### src/rtl/core/ece_pkg.sv
// ----------------------------------------------------------------------------
// Encoder count extender package
// Field widths, parameter defaults and item kind codes.
// ----------------------------------------------------------------------------
`timescale 1ns / 1ps
`default_nettype none

package ece_pkg;

    localparam int KIND_BITS = 2;
    localparam int CH_BITS   = 3;
    localparam int RAW_BITS  = 8;
    localparam int POS_BITS  = 32;

    localparam int DEF_CHANNELS   = 8;
    localparam int DEF_DATA_BITS  = 8;
    localparam int DEF_COUNT_BITS = 32;

    typedef enum logic [KIND_BITS-1:0] {
        KIND_PRIME  = 2'd0,
        KIND_UPDATE = 2'd1,
        KIND_READ   = 2'd2
    } t_kind;

endpackage

`default_nettype wire

### src/rtl/core/ece_step.sv
// ----------------------------------------------------------------------------
// Encoder count extender step unit
// Computes one channel's new baseline and accumulated count for one item.
// ----------------------------------------------------------------------------
`timescale 1ns / 1ps
`default_nettype none

module ece_step #(
    parameter int DATA_BITS  = 8,
    parameter int COUNT_BITS = 32
) (
    input  wire logic [ece_pkg::KIND_BITS-1:0] i_kind,
    input  wire logic [DATA_BITS-1:0]          i_raw,
    input  wire logic [DATA_BITS-1:0]          i_last_raw,
    input  wire logic [COUNT_BITS-1:0]         i_acc,
    output logic                               o_write,
    output logic [DATA_BITS-1:0]               o_last_raw,
    output logic [COUNT_BITS-1:0]              o_acc
);
    import ece_pkg::*;

    logic [DATA_BITS-1:0]  diff;
    logic [COUNT_BITS-1:0] step;

    // wrapping difference, sign-extended to the accumulator width
    assign diff = i_raw - i_last_raw;
    assign step = {{(COUNT_BITS-DATA_BITS){diff[DATA_BITS-1]}}, diff};

    always_comb begin
        o_write    = 1'b0;
        o_last_raw = i_last_raw;
        o_acc      = i_acc;
        case (i_kind)
            KIND_PRIME: begin
                o_write    = 1'b1;
                o_last_raw = i_raw;
                o_acc      = '0;
            end
            KIND_UPDATE: begin
                o_write    = 1'b1;
                o_last_raw = i_raw;
                o_acc      = i_acc + step;
            end
            default: begin
                // read and unused code: report only
                o_write = 1'b0;
            end
        endcase
    end

endmodule

`default_nettype wire

### src/rtl/core/encoder_count_extender.sv
// ----------------------------------------------------------------------------
// Encoder count extender
// Multi-channel extension of narrow wrapping encoder counts to wide positions.
// ----------------------------------------------------------------------------
// Usage:
//   Input channel (i_valid / o_stall) carries kind, channel and raw count.
//   A transfer happens on a rising edge with valid high and stall low.
//   Kind prime stores the raw count as baseline and clears the position,
//   kind update adds the sign-extended wrapping delta to the position,
//   kind read only reports. Every input transfer yields one output transfer
//   (o_valid / i_stall) with the channel echoed and its position afterwards.
//   Channels at or above CHANNELS report position 0 and change nothing.
//   Each item passes the input register, then the result register, on its
//   way to o_valid. Throughput: one item per cycle while i_stall is low;
//   state is read and written in the same cycle an item moves into the
//   result register, so back-to-back items on one channel see each other's
//   updates. Receiver stall: the result register holds; an empty input
//   register takes one more item, then o_stall rises until the result drains.
//   Reset (sync, active low) clears both valids, all baselines and positions.
// ----------------------------------------------------------------------------
`timescale 1ns / 1ps
`default_nettype none

module encoder_count_extender #(
    parameter int CHANNELS   = ece_pkg::DEF_CHANNELS,
    parameter int DATA_BITS  = ece_pkg::DEF_DATA_BITS,
    parameter int COUNT_BITS = ece_pkg::DEF_COUNT_BITS
) (
    input  wire logic                               i_clk,
    input  wire logic                               i_rst_n,
    // input channel
    input  wire logic                               i_valid,
    output logic                                    o_stall,
    input  wire logic [ece_pkg::KIND_BITS-1:0]      i_kind,
    input  wire logic [ece_pkg::CH_BITS-1:0]        i_channel,
    input  wire logic [ece_pkg::RAW_BITS-1:0]       i_raw_count,
    // output channel
    output logic                                    o_valid,
    input  wire logic                               i_stall,
    output logic [ece_pkg::CH_BITS-1:0]             o_channel_res,
    output logic signed [ece_pkg::POS_BITS-1:0]     o_position
);
    import ece_pkg::*;

    // only 2**CH_BITS channels can ever be addressed
    localparam int DEPTH = (CHANNELS < (1 << CH_BITS)) ? CHANNELS : (1 << CH_BITS);
    localparam int IDX_W = (DEPTH > 1) ? $clog2(DEPTH) : 1;

    // input register
    logic                 r_in_valid;
    logic [KIND_BITS-1:0] r_kind;
    logic [CH_BITS-1:0]   r_ch;
    logic [DATA_BITS-1:0] r_raw;

    // result register
    logic                 r_out_valid;
    logic [CH_BITS-1:0]   r_out_ch;
    logic [POS_BITS-1:0]  r_out_pos;

    // per-channel state
    logic [DATA_BITS-1:0]  r_last_raw [DEPTH];
    logic [COUNT_BITS-1:0] r_acc      [DEPTH];

    logic                  out_ready;
    logic                  in_take;
    logic                  in_range;
    logic [IDX_W-1:0]      idx;
    logic                  step_write;
    logic [DATA_BITS-1:0]  n_last_raw;
    logic [COUNT_BITS-1:0] n_acc;
    logic [POS_BITS-1:0]   n_pos;

    // result register frees up when empty or being taken this cycle
    assign out_ready = !r_out_valid || !i_stall;
    assign o_stall   = r_in_valid && !out_ready;
    assign in_take   = i_valid && !o_stall;

    assign in_range = (32'(r_ch) < CHANNELS);
    assign idx      = r_ch[IDX_W-1:0];

    ece_step #(
        .DATA_BITS  (DATA_BITS),
        .COUNT_BITS (COUNT_BITS)
    ) u_step (
        .i_kind     (r_kind),
        .i_raw      (r_raw),
        .i_last_raw (r_last_raw[idx]),
        .i_acc      (r_acc[idx]),
        .o_write    (step_write),
        .o_last_raw (n_last_raw),
        .o_acc      (n_acc)
    );

    // low bits of the accumulator; zero-extended if it is narrower
    assign n_pos = in_range ? POS_BITS'(n_acc) : '0;

    // control and state
    always_ff @(posedge i_clk) begin
        if (!i_rst_n) begin
            r_in_valid  <= 1'b0;
            r_out_valid <= 1'b0;
            for (int i = 0; i < DEPTH; i++) begin
                r_last_raw[i] <= '0;
                r_acc[i]      <= '0;
            end
        end else begin
            if (in_take) begin
                r_in_valid <= 1'b1;
            end else if (out_ready) begin
                r_in_valid <= 1'b0;
            end
            if (out_ready) begin
                r_out_valid <= r_in_valid;
            end
            // state commits as the item moves into the result register
            if (r_in_valid && out_ready && in_range && step_write) begin
                r_last_raw[idx] <= n_last_raw;
                r_acc[idx]      <= n_acc;
            end
        end
    end

    // payload
    always_ff @(posedge i_clk) begin
        if (in_take) begin
            r_kind <= i_kind;
            r_ch   <= i_channel;
            r_raw  <= i_raw_count[DATA_BITS-1:0];
        end
        if (out_ready && r_in_valid) begin
            r_out_ch  <= r_ch;
            r_out_pos <= n_pos;
        end
    end

    assign o_valid       = r_out_valid;
    assign o_channel_res = r_out_ch;
    assign o_position    = signed'(r_out_pos);

endmodule

`default_nettype wire

### config.mk
export PLATFORM = sky130hd
export DESIGN_NAME = encoder_count_extender
export DESIGN_NICKNAME = d
export VERILOG_FILES = /design/src/rtl/core/ece_pkg.sv /design/src/rtl/core/ece_step.sv /design/src/rtl/core/encoder_count_extender.sv
export SDC_FILE = /design/constraint.sdc
export NUM_CORES = 1
export LEC_CHECK = 0
export BUFFER_PORTS_ARGS = -buffer_cell sky130_fd_sc_hd__buf_2
export CAP_MARGIN = 10
export CORE_ASPECT_RATIO = 1.1
export CORE_MARGIN = 5
export CORE_UTILIZATION = 35
export CTS_CLUSTER_DIAMETER = 40
export DETAILED_ROUTE_END_ITERATION = 7
export SYNTH_ARGS = -nofsm -noshare
export SYNTH_HDL_FRONTEND = slang
export SYNTH_HIERARCHICAL = 1
export SYNTH_SLANG_ARGS = --single-unit
### constraint.sdc
create_clock -name i_clk -period 6.3 [get_ports i_clk]
set_clock_uncertainty 0.1 [all_clocks]
set_input_delay 1.26 -clock i_clk [delete_from_list [all_inputs] [get_ports i_clk]]
set_output_delay 1.26 -clock i_clk [all_outputs]
set_load 0.03 [all_outputs]
==> summary.md <==
| Metric | Value |
|---|---|
| Outcome | finished clean |
| Vias per std cell | 5.241 |
| Finished Layout Cells | 2065 |
| CTS tree | built |
| Core Area | 53340 sq um |
| Worst EP arrival | 6.25 ns |
| Total setup buffers inserted after CTS | 0 |
| Switching share of power | 0.2944 |
| Cts repair resizes | 0 |
| Worst-path maximum fanout | 14 |
| Post-DP HPWL | 28230 um |
| I/O pins | 54 |
| Tcrit/Tclk final | 0.9547 |
| Htree depth | 2 |
| Area growth, synth to finish | 15.81% |
| Synth Warn # | 6 |
| Cell area after synthesis | 18750 sq um |
| P per Cell Area | 352.6 nW/um^2 |
| Vias in the first global route | 11391 |
| Post-DR wirelength/cell | 22.84 um |
| Iter 0 DRT Violations | 820 |
| Worst endpoint required time | 6.53 ns |
| PortBufs | 53 |
| Cell taking the most area after synthesis | edfxtp_1 |
| Synth top area share | 0.5894 |
| Worst Hold Class | flip-flop to flip-flop |
| Total grt overflow | 0 |
| First-pass GRT wire length | 70900 um |
| Power Internal | 5.403 mW |
| Worst-path clk slew | 0.06 ns |
| Startpoint Class | flip-flop |
| Core Rows | 89 |
| Main area contributors after synthesis | edfxtp_1 (59%), mux4_1 (11%), and2_1 (11%) |
| Global Route Usage Sum | 0.1599 |
| Num CTS Buffers | 52 |
| RSZ-0062 raised after global routing | false |
| # hold bufs at CTS | 0 |
| Seq/Total Area, Yosys | 0.5947 |
| Depth of the most critical reg-to-reg path | 21 |
| Fin. Hold Viols | 0 |
| Most common cell in the synthesized netlist | edfxtp_1 |
| CP endpoint kind | flip-flop |
| Final setup viols | 0 |
| Ys async rst share | 0 |
| Setup CP Type | flip-flop to flip-flop |
| Die area | 58310 sq um |
| Initial antenna violation count | 1 |
| Setup tns final | 0 ns |
| Final nets | 1398 |
| Measured slew at the worst slew-check pin | 1.170 ns |
| Critical Path End | r_acc[7][31] |
| Min Tclk post-route | 6.015 ns |
| Die width | 230.7 um |
| Initial core utilization | 0.3515 |
| Combinational power share | 0.229 |
| Max-cap violations | 0 |
| Worst relative slew slack | 0.2199 |
| Clock tree sinks | 373 |
| LEAKAGE | 8.472 nW |
| Synth cell types | 60 |
| Synth Register Bits | 373 |
| Die height | 252.8 um |
| Remaining antenna violation count | 0 |
| Gate Count Post-Synth | 1261 |
| Dpl cells | 1965 |
| Syn avg cell area | 14.87 sq um |
| Root buffer cell | clkbuf_16 |
| Worst-skew pair later-pin latency | 0.59 ns |
| FF-to-FF End | r_acc[7][31] |
| Layout cell share with drive strength beyond 1 | 0.1883 |
| DRC violations left | 0 |
| Largest net degree at the start of global routing | 46 |
| Max frequency | 0.1663 GHz |
| FF-to-FF setup slack | 0.29 ns |
| Syn nets | 1322 |
| Final Wtd Congestion | 0.8762 |
| Pre-antenna DRT Iters | 7 |
| Vias | 10823 |
| Final Max Slew Viols | 0 |
| P_sw | 2.254 mW |
| Clk network pwr share | 0.392 |
| Clk buf depth | 3 |
| Reg power frac | 0.379 |
| Max IR drop VDD | 0.2133 mV |
| Post-synth EDFFs | 368 |
| Main synth FF type | edfxtp_1 |
| Wirelength, routed | 47160 um |
| Synth top cells by count | edfxtp_1 (368), and2_1 (323), mux4_1 (80) |
## placed cells by master (no fill, tap or decap), drive strengths merged, types with 9 or more instances in the layout
master and instances:
nand3 9, nand2 51, nor2 18, a21o 20, xor2 17, edfxtp 368, nand2b 12, mux2 51
xnor2 16, clkbuf 60, mux4 80, a21oi 29, buf 93, ha 42, and2 323, inv 27
o21ai 40, clkinv 16
## cell type report
class	count	area, sq um
well taps	682	853.3
flip-flops and latches	373	11160
clock buffers	60	1373
fillers	4777	31620
repair buffers	93	585.6
multi-input cells	799	7243
diodes	2	5.005
clock inverters	38	429.2
inverters	18	67.56
## through the flow
step	hold slack (ns)	total power [mW]	area, sq um	setup WS [ns]	utilization
after detailed placement	0.3756	4.691	19900	0.1400	0.3731
after global routing	0.4482	7.992	21710	0.01787	0.4070
after CTS	0.4113	7.717	21700	0.1241	0.4069
after global placement	0.3646	4.672	19870	0.2473	0.3726
final	0.3965	7.658	21720	0.2852	0.4071
after floorplan	0.3451	4.169	18750	0.3697	-
## state kept, by name (all words and copies together) (netlist names), named ones only
register	count
r_in_valid	1
idx	3
r_last_raw	64
r_kind	2
o_valid	1
o_position	32
r_acc	256
r_raw	8
o_channel_res	3
## worst min path at each step
stage                     from       to  slack [ns]  cells past startpoint
floorplan           r_in_valid  o_valid        0.35                      2
global placement    r_in_valid  o_valid        0.36                      2
detailed placement  r_in_valid  o_valid        0.38                      2
CTS                 r_in_valid  o_valid        0.41                      2
global route        r_in_valid  o_valid        0.45                      2
finish              r_in_valid  o_valid        0.40                      2
## layer usage
metal	global-route usage	vias up	routed length [um]
li1	-	4958	-
met1	0.2087	5495	20240
met2	0.2793	300	23510
met3	0.02135	70	2182
met4	0.04976	0	1220
met5	0	-	0
## critical path, cell delays in order (launching register included)
cell       delay [ns]
dfxtp_4          0.44
buf_4            0.29
mux4_1           0.59
mux2_2           0.30
ha_1             0.18
inv_1            0.06
fa_1             0.19
a21o_1           0.12
a21oi_1          0.10
o21bai_1         0.14
a21oi_1          0.10
xnor2_1          0.25
ha_1             0.34
a2111oi_1        0.64
a2111oi_0        0.26
buf_4            0.19
o21ai_1          0.26
a21oi_1          0.18
xor2_1           0.20
mux2_2           0.35
a22o_1           0.28
and2_1           0.18
## power groups by stage
| stage | logic [mW] | clock network, mW | registers (mW) |
|---|---|---|---|
| after floorplan | 1.18 | 0 | 2.99 |
| after CTS | 1.74 | 3.07 | 2.90 |
| final | 1.75 | 3.00 | 2.90 |
| after global placement | 1.72 | 0 | 2.95 |
| after detailed placement | 1.74 | 0 | 2.96 |
| after global routing | 1.92 | 3.16 | 2.91 |
## logic make-up after synthesis
kind of cell / count (synthesis) / share of synthesized area
simple gates: 451 / 0.1443
flops: 373 / 0.5947
compound gates: 139 / 0.04885
mux: 132 / 0.1433
buf+inv: 89 / 0.02329
fa+ha+maj: 44 / 0.03016
xor+xnor: 33 / 0.01541
No activity file was read; power rests on OpenSTA's default activity.
